**config.mk**
```make
export PLATFORM = sky130hd
export DESIGN_NAME = sha256_stream_hasher
export DESIGN_NICKNAME = d
export VERILOG_FILES = /design/src/hw/rtl/sha256_pkg.sv /design/src/hw/rtl/sha256_core.sv /design/src/hw/rtl/sha256_stream_hasher.sv
export SDC_FILE = /design/constraint.sdc
export NUM_CORES = 2
export LEC_CHECK = 0
export BUFFER_PORTS_ARGS = -buffer_cell sky130_fd_sc_hd__buf_2
export CORE_MARGIN = 2
export CORE_UTILIZATION = 35
export DETAILED_ROUTE_END_ITERATION = 10
export GPL_TIMING_DRIVEN = 0
export HOLD_SLACK_MARGIN = 0.06
export SLEW_MARGIN = 10
export SYNTH_ARGS = -nofsm -noshare
export SYNTH_HDL_FRONTEND = slang
export SYNTH_HIERARCHICAL = 1
export SYNTH_SLANG_ARGS = --single-unit
```
**constraint.sdc**
```tcl
create_clock -name aclk -period 13.9 [get_ports aclk]
set_clock_uncertainty 0.05 [all_clocks]
set_input_delay 2.78 -clock aclk [delete_from_list [all_inputs] [get_ports aclk]]
set_output_delay 2.78 -clock aclk [all_outputs]
set_load 0.01 [all_outputs]
```
**src/hw/rtl/sha256_pkg.sv**
```systemverilog
// ----------------------------------------------------------------------------
// SHA-256 shared definitions
// Round constants, initial hash values and round helper functions.
// ----------------------------------------------------------------------------
package sha256_pkg;

    localparam logic [31:0] ROUND_K [64] = '{
        32'h428a2f98, 32'h71374491, 32'hb5c0fbcf, 32'he9b5dba5,
        32'h3956c25b, 32'h59f111f1, 32'h923f82a4, 32'hab1c5ed5,
        32'hd807aa98, 32'h12835b01, 32'h243185be, 32'h550c7dc3,
        32'h72be5d74, 32'h80deb1fe, 32'h9bdc06a7, 32'hc19bf174,
        32'he49b69c1, 32'hefbe4786, 32'h0fc19dc6, 32'h240ca1cc,
        32'h2de92c6f, 32'h4a7484aa, 32'h5cb0a9dc, 32'h76f988da,
        32'h983e5152, 32'ha831c66d, 32'hb00327c8, 32'hbf597fc7,
        32'hc6e00bf3, 32'hd5a79147, 32'h06ca6351, 32'h14292967,
        32'h27b70a85, 32'h2e1b2138, 32'h4d2c6dfc, 32'h53380d13,
        32'h650a7354, 32'h766a0abb, 32'h81c2c92e, 32'h92722c85,
        32'ha2bfe8a1, 32'ha81a664b, 32'hc24b8b70, 32'hc76c51a3,
        32'hd192e819, 32'hd6990624, 32'hf40e3585, 32'h106aa070,
        32'h19a4c116, 32'h1e376c08, 32'h2748774c, 32'h34b0bcb5,
        32'h391c0cb3, 32'h4ed8aa4a, 32'h5b9cca4f, 32'h682e6ff3,
        32'h748f82ee, 32'h78a5636f, 32'h84c87814, 32'h8cc70208,
        32'h90befffa, 32'ha4506ceb, 32'hbef9a3f7, 32'hc67178f2
    };

    localparam logic [31:0] INIT_HASH [8] = '{
        32'h6a09e667, 32'hbb67ae85, 32'h3c6ef372, 32'ha54ff53a,
        32'h510e527f, 32'h9b05688c, 32'h1f83d9ab, 32'h5be0cd19
    };

    localparam logic [7:0] PAD_BYTE = 8'h80;
    localparam logic [5:0] LEN_START = 6'd56;

    typedef logic [31:0] word_t;
    typedef word_t state_t [8];

    // Control from the top level to the compression core.
    typedef struct packed {
        logic start;
    } core_ctl_t;

    typedef struct packed {
        logic busy;
        logic done;
    } core_sts_t;

    function automatic word_t rotr(word_t x, int unsigned n);
        rotr = (x >> n) | (x << (32 - n));
    endfunction

    function automatic word_t ssig0(word_t x);
        ssig0 = rotr(x, 7) ^ rotr(x, 18) ^ (x >> 3);
    endfunction

    function automatic word_t ssig1(word_t x);
        ssig1 = rotr(x, 17) ^ rotr(x, 19) ^ (x >> 10);
    endfunction

    function automatic word_t bsig0(word_t x);
        bsig0 = rotr(x, 2) ^ rotr(x, 13) ^ rotr(x, 22);
    endfunction

    function automatic word_t bsig1(word_t x);
        bsig1 = rotr(x, 6) ^ rotr(x, 11) ^ rotr(x, 25);
    endfunction

endpackage

```
**src/hw/rtl/sha256_core.sv**
```systemverilog
// ----------------------------------------------------------------------------
// SHA-256 compression core
// Runs 64 rounds, one per cycle, on a 16-word schedule window.
// ----------------------------------------------------------------------------
module sha256_core (
    input  logic                  aclk,
    input  logic                  aresetn,
    input  sha256_pkg::core_ctl_t ctl,
    input  sha256_pkg::word_t     blk_word [16],
    input  sha256_pkg::state_t    cv_in,
    output sha256_pkg::state_t    cv_out,
    output sha256_pkg::core_sts_t sts
);

    logic               busy_reg, busy_next;
    logic               done_reg, done_next;
    logic [5:0]         rnd_reg, rnd_next;
    sha256_pkg::word_t  w_reg [16];
    sha256_pkg::word_t  v_reg [8];
    sha256_pkg::word_t  t1, t2, w_new;
    logic               last_rnd;

    assign last_rnd = (rnd_reg == 6'd63);

    always_comb begin
        t1 = v_reg[7] + sha256_pkg::bsig1(v_reg[4])
           + ((v_reg[4] & v_reg[5]) ^ (~v_reg[4] & v_reg[6]))
           + sha256_pkg::ROUND_K[rnd_reg] + w_reg[0];
        t2 = sha256_pkg::bsig0(v_reg[0])
           + ((v_reg[0] & v_reg[1]) ^ (v_reg[0] & v_reg[2]) ^ (v_reg[1] & v_reg[2]));
        w_new = sha256_pkg::ssig1(w_reg[14]) + w_reg[9]
              + sha256_pkg::ssig0(w_reg[1]) + w_reg[0];
        busy_next = busy_reg;
        done_next = 1'b0;
        rnd_next  = rnd_reg;
        if (ctl.start && !busy_reg) begin
            busy_next = 1'b1;
            rnd_next  = '0;
        end else if (busy_reg) begin
            rnd_next = rnd_reg + 6'd1;
            if (last_rnd) begin
                busy_next = 1'b0;
                done_next = 1'b1;
            end
        end
    end

    always_ff @(posedge aclk) begin
        if (!aresetn) begin
            busy_reg <= 1'b0;
            done_reg <= 1'b0;
            rnd_reg  <= '0;
        end else begin
            busy_reg <= busy_next;
            done_reg <= done_next;
            rnd_reg  <= rnd_next;
        end
    end

    // The window shifts by one word each round; w_reg[0] is the round word.
    always_ff @(posedge aclk) begin
        if (ctl.start && !busy_reg) begin
            w_reg <= blk_word;
            v_reg <= cv_in;
        end else if (busy_reg) begin
            for (int i = 0; i < 15; i++) w_reg[i] <= w_reg[i+1];
            w_reg[15] <= w_new;
            v_reg[7] <= v_reg[6];
            v_reg[6] <= v_reg[5];
            v_reg[5] <= v_reg[4];
            v_reg[4] <= v_reg[3] + t1;
            v_reg[3] <= v_reg[2];
            v_reg[2] <= v_reg[1];
            v_reg[1] <= v_reg[0];
            v_reg[0] <= t1 + t2;
        end
    end

    assign cv_out   = v_reg;
    assign sts.busy = busy_reg;
    assign sts.done = done_reg;

endmodule

```
**src/hw/rtl/sha256_stream_hasher.sv**
```systemverilog
// A block compression holds s_ready low through its buffer read, chaining read,
// round and add-back steps. A finish beat pads the block, plus a second block when
// the length no longer fits, then gives eight result beats, one per cycle while m_ready is high.
// After the last result beat the chaining words are restored before s_ready returns.
// Reset is synchronous, active low, restores the initial state; s_ready rises after the restore sweep.
// ----------------------------------------------------------------------------
// SHA-256 stream hasher
// Byte-serial SHA-256 with a block buffer memory and a chaining memory.
// ----------------------------------------------------------------------------
module sha256_stream_hasher (
    input  logic        aclk,
    input  logic        aresetn,
    input  logic        s_valid,
    output logic        s_ready,
    input  logic        s_action,
    input  logic [7:0]  s_data_byte,
    output logic        m_valid,
    input  logic        m_ready,
    output logic [31:0] m_digest_word,
    output logic [2:0]  m_word_index,
    output logic        m_last_word
);

    localparam logic [3:0] ST_IDLE  = 4'd0;
    localparam logic [3:0] ST_PAD   = 4'd1;  // write pad/zero/length bytes
    localparam logic [3:0] ST_LOAD  = 4'd2;  // read 16 words from buffer
    localparam logic [3:0] ST_CVRD  = 4'd3;  // read chaining words
    localparam logic [3:0] ST_RUN   = 4'd4;
    localparam logic [3:0] ST_ADD   = 4'd5;  // read-modify-write chaining
    localparam logic [3:0] ST_OUT   = 4'd6;
    localparam logic [3:0] ST_CLR   = 4'd7;  // restore chaining after finish or reset

    logic [3:0]  st_reg, st_next;
    logic [5:0]  fill_reg;
    logic [63:0] bits_reg;
    logic        fin_reg;      // current compression belongs to a finish
    logic        second_reg;   // a length-only block still follows
    logic [5:0]  pidx_reg;     // pad write pointer
    logic [4:0]  cnt_reg;      // sweep counter
    logic [3:0]  oidx_reg;

    // Block buffer: 16 words of four bytes, byte write enables.
    logic [31:0] buf_mem [16];
    logic [31:0] buf_rd;
    logic [3:0]  buf_raddr;
    logic        buf_we;
    logic [5:0]  buf_waddr;
    logic [7:0]  buf_wdata;

    // Chaining memory: 8 words, reset by a write sweep.
    logic [31:0] cv_mem [8];
    logic [31:0] cv_rd;
    logic [2:0]  cv_raddr;
    logic        cv_we;
    logic [2:0]  cv_waddr;
    logic [31:0] cv_wdata;

    sha256_pkg::word_t     blk_word [16];
    sha256_pkg::state_t    cv_hold;
    sha256_pkg::state_t    cv_out;
    sha256_pkg::core_ctl_t core_ctl;
    sha256_pkg::core_sts_t core_sts;

    logic        absorb_go;
    logic        out_adv;
    logic [7:0]  pad_byte;
    logic [5:0]  pad_last;

    assign s_ready   = (st_reg == ST_IDLE);
    assign absorb_go = s_valid && s_ready && !s_action;

    // Pad byte for position pidx: 0x80 at the fill point, length at the tail of the last block.
    always_comb begin
        pad_byte = 8'h00;
        if (pidx_reg == fill_reg) pad_byte = sha256_pkg::PAD_BYTE;
        if (pidx_reg >= sha256_pkg::LEN_START && !second_reg) begin
            pad_byte = bits_reg[8'(7'd63 - {pidx_reg[2:0], 3'b000}) -: 8];
        end
    end
    assign pad_last = 6'd63;

    always_comb begin
        buf_we    = 1'b0;
        buf_waddr = fill_reg;
        buf_wdata = s_data_byte;
        if (absorb_go) begin
            buf_we = 1'b1;
        end else if (st_reg == ST_PAD) begin
            buf_we    = 1'b1;
            buf_waddr = pidx_reg;
            buf_wdata = pad_byte;
        end
    end

    always_ff @(posedge aclk) begin
        if (buf_we) buf_mem[buf_waddr[5:2]][8'(5'd31 - {buf_waddr[1:0], 3'b000}) -: 8]
            <= buf_wdata;
        buf_rd <= buf_mem[buf_raddr];
    end

    always_ff @(posedge aclk) begin
        if (cv_we) cv_mem[cv_waddr] <= cv_wdata;
        cv_rd <= cv_mem[cv_raddr];
    end

    // While results go out, the memory reads the word that the next beat presents.
    assign out_adv   = (oidx_reg == 4'd0) || m_ready;
    assign buf_raddr = cnt_reg[3:0];
    assign cv_raddr  = (st_reg == ST_OUT) ?
                       (out_adv ? oidx_reg[2:0] + 3'd1 : oidx_reg[2:0]) : cnt_reg[2:0];

    always_comb begin
        cv_we    = 1'b0;
        cv_waddr = cnt_reg[2:0];
        cv_wdata = cv_rd + cv_out[cnt_reg[2:0]];
        if (!aresetn || st_reg == ST_CLR) begin
            cv_we    = 1'b1;
            cv_wdata = sha256_pkg::INIT_HASH[cnt_reg[2:0]];
        end else if (st_reg == ST_ADD && cnt_reg != 5'd0) begin
            cv_we    = 1'b1;
            cv_waddr = 3'(cnt_reg - 5'd1);
            cv_wdata = cv_rd + cv_out[3'(cnt_reg - 5'd1)];
        end
    end

    assign core_ctl.start = (st_reg == ST_CVRD) && (cnt_reg == 5'd9);

    sha256_core u_core (
        .aclk     (aclk),
        .aresetn  (aresetn),
        .ctl      (core_ctl),
        .blk_word (blk_word),
        .cv_in    (cv_hold),
        .cv_out   (cv_out),
        .sts      (core_sts)
    );

    always_comb begin
        st_next = st_reg;
        unique case (st_reg)
            ST_IDLE: begin
                if (s_valid && s_action) st_next = ST_PAD;
                else if (absorb_go && fill_reg == 6'd63) st_next = ST_LOAD;
            end
            ST_PAD:  if (pidx_reg == pad_last) st_next = ST_LOAD;
            ST_LOAD: if (cnt_reg == 5'd16) st_next = ST_CVRD;
            ST_CVRD: if (cnt_reg == 5'd9) st_next = ST_RUN;
            ST_RUN:  if (core_sts.done) st_next = ST_ADD;
            ST_ADD: begin
                if (cnt_reg == 5'd8) begin
                    if (!fin_reg) st_next = ST_IDLE;
                    else if (second_reg) st_next = ST_PAD;
                    else st_next = ST_OUT;
                end
            end
            ST_OUT:  if (m_ready && oidx_reg == 4'd8) st_next = ST_CLR;
            ST_CLR:  if (cnt_reg == 5'd7) st_next = ST_IDLE;
            default: st_next = ST_IDLE;
        endcase
    end

    always_ff @(posedge aclk) begin
        if (!aresetn) begin
            st_reg     <= ST_CLR;
            fill_reg   <= '0;
            bits_reg   <= '0;
            fin_reg    <= 1'b0;
            second_reg <= 1'b0;
            pidx_reg   <= '0;
            cnt_reg    <= '0;
            oidx_reg   <= '0;
        end else begin
            st_reg <= st_next;
            if (st_next != st_reg) cnt_reg <= '0;
            else cnt_reg <= cnt_reg + 5'd1;
            unique case (st_reg)
                ST_IDLE: begin
                    if (absorb_go) begin
                        fill_reg <= fill_reg + 6'd1;
                        bits_reg <= bits_reg + 64'd8;
                    end else if (s_valid && s_action) begin
                        fin_reg    <= 1'b1;
                        second_reg <= (fill_reg >= sha256_pkg::LEN_START);
                        pidx_reg   <= fill_reg;
                    end
                end
                ST_PAD:  pidx_reg <= pidx_reg + 6'd1;
                ST_ADD: begin
                    if (cnt_reg == 5'd8 && fin_reg && second_reg) begin
                        second_reg <= 1'b0;
                        pidx_reg   <= '0;
                        // the length bytes cover the fill point on this block
                    end
                end
                ST_OUT: begin
                    if (oidx_reg == 4'd0) oidx_reg <= 4'd1;
                    else if (m_ready) oidx_reg <= oidx_reg + 4'd1;
                end
                ST_CLR: begin
                    fill_reg <= '0;
                    bits_reg <= '0;
                    fin_reg  <= 1'b0;
                    oidx_reg <= '0;
                end
                default: ;
            endcase
        end
    end

    // Sweep captures: each buffer word is registered in buf_rd and then captured into blk_word.
    always_ff @(posedge aclk) begin
        if (st_reg == ST_LOAD && cnt_reg != 5'd0) blk_word[4'(cnt_reg - 5'd1)] <= buf_rd;
        if (st_reg == ST_CVRD && cnt_reg != 5'd0 && cnt_reg <= 5'd8)
            cv_hold[3'(cnt_reg - 5'd1)] <= cv_rd;
        if (st_reg == ST_OUT) begin
            if (oidx_reg == 4'd0 || m_ready) m_digest_word <= cv_rd;
            if (oidx_reg == 4'd0 || m_ready) m_word_index <= oidx_reg[2:0];
        end
    end

    assign m_valid     = (st_reg == ST_OUT) && (oidx_reg != 4'd0);
    assign m_last_word = (m_word_index == 3'd7);

    // On the second block of a two-block finish the fill point lies in the
    // length field, so the length bytes overwrite the 0x80 written there.

    a_ready_idle: assert property (@(posedge aclk) disable iff (!aresetn)
        s_ready |-> !core_sts.busy)
        else $error("input ready while compression runs");
    a_out_only_fin: assert property (@(posedge aclk) disable iff (!aresetn)
        m_valid |-> fin_reg)
        else $error("result beat outside a finish");
    a_start_once: assert property (@(posedge aclk) disable iff (!aresetn)
        core_ctl.start |=> core_sts.busy)
        else $error("core did not start");

endmodule

```
# After elaboration in Yosys (flattened, before gate mapping)
# Memories as Yosys holds them, arrays and structs flattened. A register that Yosys moved wholly into a read port is not among the register bits.
# Index checks and enable logic that the tools add are counted.
# op_classes
addsub	23
magnitude_cmp	9
n_eq_ne	23
n_shift	3
muxes	74
bitwise_logic	33
reduce_logical	41
# op_table
cell	count
512-bit 2-to-1 mux	2
512-bit bitwise mux	1
256-bit 2-to-1 mux	2
32-bit 2-to-1 mux	13
32-bit adder	12
32-bit XOR	9
256-bit bitwise mux	1
32-bit binary-select mux with 3-bit select	2
32-bit bitwise AND	5
32-bit demux with 4-bit select	1
64-bit one-hot mux with 2 select lines	1
32-bit demux with 3-bit select	1
71-bit by 9-bit indexed part select with 8-bit output	1
64-bit by 4-bit adder with 64-bit output, second input constant	1
64-bit 2-to-1 mux	1
4-bit 2-to-1 mux	11
8-bit by 10-bit variable shift with 39-bit output, first input constant	1
8-bit by 10-bit indexed part select with 39-bit output	1
6-bit 2-to-1 mux	6
8-bit 2-to-1 mux	4
32-bit inverter	1
10-bit by 32-bit bitwise OR with 32-bit output	1
13-bit by 32-bit bitwise OR with 32-bit output	1
14-bit by 32-bit bitwise OR with 32-bit output	1
62 further kinds	126
# word_totals
register_bits	1670
ramBits	768
rom_bits	2304
in_bits	13
wordCells	271
mem_count	4
# mem_list
memory	depth	width	rd	rd_clocked_by_memory_dff	write_ports	line	source
(name not given)	64	32	1	0	0	sha256_core.sv:28	+ sha256_pkg::ROUND_K[rnd_reg] + w_reg[0];
buf_mem	16	32	1	1	1	sha256_stream_hasher.sv:43	logic [31:0] buf_mem [16];
(name not given)	8	32	1	0	0	sha256_stream_hasher.sv:118	cv_wdata = sha256_pkg::INIT_HASH[cnt_reg[2:0]];
cv_mem	8	32	1	1	1	sha256_stream_hasher.sv:51	logic [31:0] cv_mem [8];

# Logic depth before layout (Yosys ltp)
# depth
word_depth	10
ltp_mapped	35

# By module
# The synthesis kept the hierarchy.
# modules_own_cells
module	instances	cells_per_inst	area_each_um2	seq_area_each_um2
sha256_stream_hasher	1	3682	66689.0	50218.2
sha256_core	1	5254	48624.1	23222.3

# Worst setup path before layout
# No wires, ideal clock.
# synth_timing
path_type	reg-to-reg
start	register cnt_reg[1]
end	register u_core.v_reg, in the netlist u_core/cv_out[0], enable pin
t_arrival_ns	11.312
required_time_ns	13.026
path_slack_ns	1.714
path_stages_with_launch	11
n_path_buf	5
cell_sequence	dfxtp_1 > buf_2 > buf_2 > buf_2 > buf_2 > clkbuf_1 > inv_1 > ha_1 > nor2b_1 > and3_1 > or2_2
# synth_between
elab_chain_cells	4
# synth_lines
element	line	source
start: declaration	sha256_stream_hasher.sv:39	logic [4:0] cnt_reg;
start signal: assignment	sha256_stream_hasher.sv:175	else cnt_reg <= cnt_reg + 5'd1;
5-bit by 4-bit equality test with 1-bit output	sha256_stream_hasher.sv:126	assign core_ctl.start = (st_reg == ST_CVRD) && (cnt_reg == 5'd9);
1-bit logical AND	sha256_stream_hasher.sv:126	
named net core_ctl	sha256_stream_hasher.sv:61	sha256_pkg::core_ctl_t core_ctl;
1-bit logical AND	sha256_core.sv:62	if (ctl.start && !busy_reg) begin
2-bit nonzero test (no source line)	n/a	
end signal: assignment	sha256_core.sv:64	v_reg <= cv_in;
end: declaration	sha256_core.sv:19	sha256_pkg::word_t v_reg [8];
# The timed path passes the listed nets, and every way through them passes these cells.
# A chain may end at the register's enable or synchronous reset.

# Worst setup path in the final report
# layout_timing
start	register u_core.rnd_reg[1]
end	register u_core.v_reg, in the netlist u_core/cv_out[127] (data pin)
# layout_between
elab_chain_cells	9
# layout_lines
element	line	source
start: declaration	sha256_core.sv:17	logic [5:0] rnd_reg, rnd_next;
start signal: assignment	sha256_core.sv:56	rnd_reg <= rnd_next;
6-bit inverter with 7-bit output (not written as such)	sha256_core.sv:28	
memory 64 x 32 bit	n/a	
32-bit 2-to-1 mux (not written as such) (2 in a row)	sha256_core.sv:28	
32-bit adder (2 in a row)	sha256_core.sv:28	
32-bit adder	sha256_core.sv:71	v_reg[4] <= v_reg[3] + t1;
256-bit 2-to-1 mux	sha256_core.sv:65	end else if (busy_reg) begin
256-bit 2-to-1 mux	sha256_core.sv:62	
# No other way between the ends. The select of a mux whose other input is x is not followed.

==> summary.txt <==
Detailed routing
  – DRC viols: 0
  – First-pass DRT Iterations: 6
  – M1 WL: 156 mm
  – Final wirelength: 385 mm
  – Post-route ant nets: 0
  – Met2 WL: 172 mm
  – Initial DRC count: 9411
  – Vias per inst: 5.47
  – Met3 routed WL: 38.6 mm
  – Uppermost routed layer: met5
  – Wirelength per Cell: 27.7 µm
  – Total number of vias: 76.0k

Layout
  – Layout Area Growth over Synthesis: 13.8%
  – Layout cell share with drive strength beyond 1: 0.110
  – Design area: 131000 µm²
  – Final core utilization: 0.401
  – Final non-filler cell total: 13.9k
  – Nets@finish: 9722

Timing
  – Worst-Margin Slew: 1.44 ns
  – Crit share post-route: 0.864
  – Final critical-path setup slack: 1.88 ns
  – RSZ-0062 raised after global routing: no
  – FMAX: 83.2 MHz
  – Rel. slew slack: 0.0375
  – Slew Limit Fails: 0
  – Fin. Hold Viols: 0
  – Final Critical Period: 12.02 ns
  – TNS Setup: 0 ns
  – Final setup viols: 0

Placed design
  – Placed Instances: 13.4k
  – RD Place Congestion: 1.02
  – IO buf count: 50
  – DPL Wire Length: 278 mm
  – Placed Area: 122000 µm²
  – Worst slack, placed: 2.53 ns

Synthesis
  – Post-Syn Instances: 8935
  – Mapped Nets: 9326
  – Synth warnings: 6
  – Syn avg cell area: 12.9 µm²
  – Mapped Area: 115000 µm²

Clock network
  – CTS clock-pin slew for the worst setup and hold paths: 0.06 ns
  – CTS tree: yes
  – Hold_buf cts: 0
  – CTS sink cnt: 2499
  – Clock tree buffer depth: 4
  – Worst-Skew Late Latency: 0.84 ns
  – Clock Tree Root: clkbuf_16
  – Resized Gates After CTS: 0
  – H-Tree Depth: 5
  – Total CTS buffers: 271
  – Setup Buffers After CTS: 0

Floorplan
  – Die W: 578 µm
  – Die Y: 578 µm
  – Core Region: 328000 µm²
  – I/O Pins: 51
  – Initial core utilization: 0.352
  – Full die area: 334000 µm²
  – Row count: 210

Critical path
  – CP Buf/Inv Count: 5
  – Startpoint types: flip-flop
  – Critical Path RT: 14.50 ns
  – CP max stage cell: a311oi_1
  – R2r startpoint: u_core/rnd_reg[1]$_SDFFE_PP0P_
  – CP Max Fanout: 12
  – Arr. time, crit path: 12.61 ns
  – Worst R2R Setup Slack: 1.88 ns
  – Worst path top cell family by delay: compound AO/OA/AOI/OAI gates
  – Critical path startpoint: u_core/rnd_reg[1]$_SDFFE_PP0P_
  – Critical setup path kind: flip-flop to flip-flop
  – Worst setup EP type: flip-flop
  – Slowest stage delay, CP: 0.97 ns

GRT
  – Largest net degree at the start of global routing: 64
  – Tot GR Track Use: 0.226
  – Grt ovf: 0
  – Vias in the first global route: 73.7k
  – Initial antenna violation count: 33
  – First-pass GRT wire length: 539 mm

Power and ir drop
  – VDD IR-drop max: 0.000135 V
  – Static leakage: 46.1 nW
  – PwrDens: 125 nW/µm²

Worst hold path
  – Hold Crit Start: oidx_reg[3]$_SDFFE_PN0P_
  – Worst min path class: flip-flop to flip-flop

Job
  – Maxcap violations: 0

Outcome
  – Outcome: complete, no violations
==> routing by layer <==
layer,GRT usage,vias to the layer above
met4,0.0938,12
met3,0.0514,826
met5,0,-
met1,0.305,38300
li1,-,32700
met2,0.351,4123
==> placed cells by master, fill, tap and decap left out, types with 95 or more instances in the layout <==
master,instances
nor2_1,369
ha_1,190
o21ai_0,238
fa_1,188
xnor2_1,323
mux4_2,291
clkbuf_16,281
nand3_1,102
nand2_1,2485
clkbuf_1,431
xor2_1,138
dfxtp_1,140
a21oi_1,255
inv_1,280
edfxtp_1,2339
buf_2,95
mux2_2,100
==> per-stage QoR <==
stage	hold WS [ns]	power [mW]
6_report	0.436	16.4
5_1_grt	0.455	16.9
4_1_cts	0.430	16.5
3_5_place_dp	0.425	9.39
3_3_place_gp	0.415	9.37
2_1_floorplan	0.394	9.00
==> report_power, final <==
group | total, mW | internal (mW) | leakage (nW) | switching [mW]
Sequential | 8.56 | 8.34 | 22.8 | 0.222
Combinational | 0.694 | 0.242 | 19.1 | 0.452
Clock | 7.17 | 4.22 | 4.26 | 2.95
Total | 16.4 | 12.8 | 46.1 | 3.63
==> worst reg2reg max path: cells and delay by family, from the launching register on <==
family	cells	cell delay [ns]
compound gates	13	4.38
flops	1	0.59
mux	1	0.61
xor+xnor	2	0.64
simple gates	7	1.65
buf+inv	5	1.99
fa+ha+maj	4	1.94
==> path summary, 6_finish.rpt <==
| path | endpoint | depth (start not counted) |
|---|---|---|
| worst min-delay path | oidx_reg[3]$_SDFFE_PN0P_ | 1 |
| worst max-delay path | u_core/cv_out[127]$_DFFE_PP_ | 32 |
| worst max register to register | u_core/cv_out[127]$_DFFE_PP_ | 32 |
| worst min register to register | oidx_reg[3]$_SDFFE_PN0P_ | 1 |
==> layout make-up <==
| cell class | count | area, µm² |
|---|---|---|
| inverter | 284 | 1070 |
| timing repair buffer | 123 | 1480 |
| antenna | 7 | 17.5 |
| clock buffer | 346 | 7370 |
| buffer | 485 | 1910 |
| fill | 30400 | 196000 |
| tap | 4346 | 5440 |
| sequential | 2499 | 73500 |
| multi-input combinational | 5667 | 39100 |
| clock inverter | 135 | 1370 |
(Power assumes the default switching activity.)
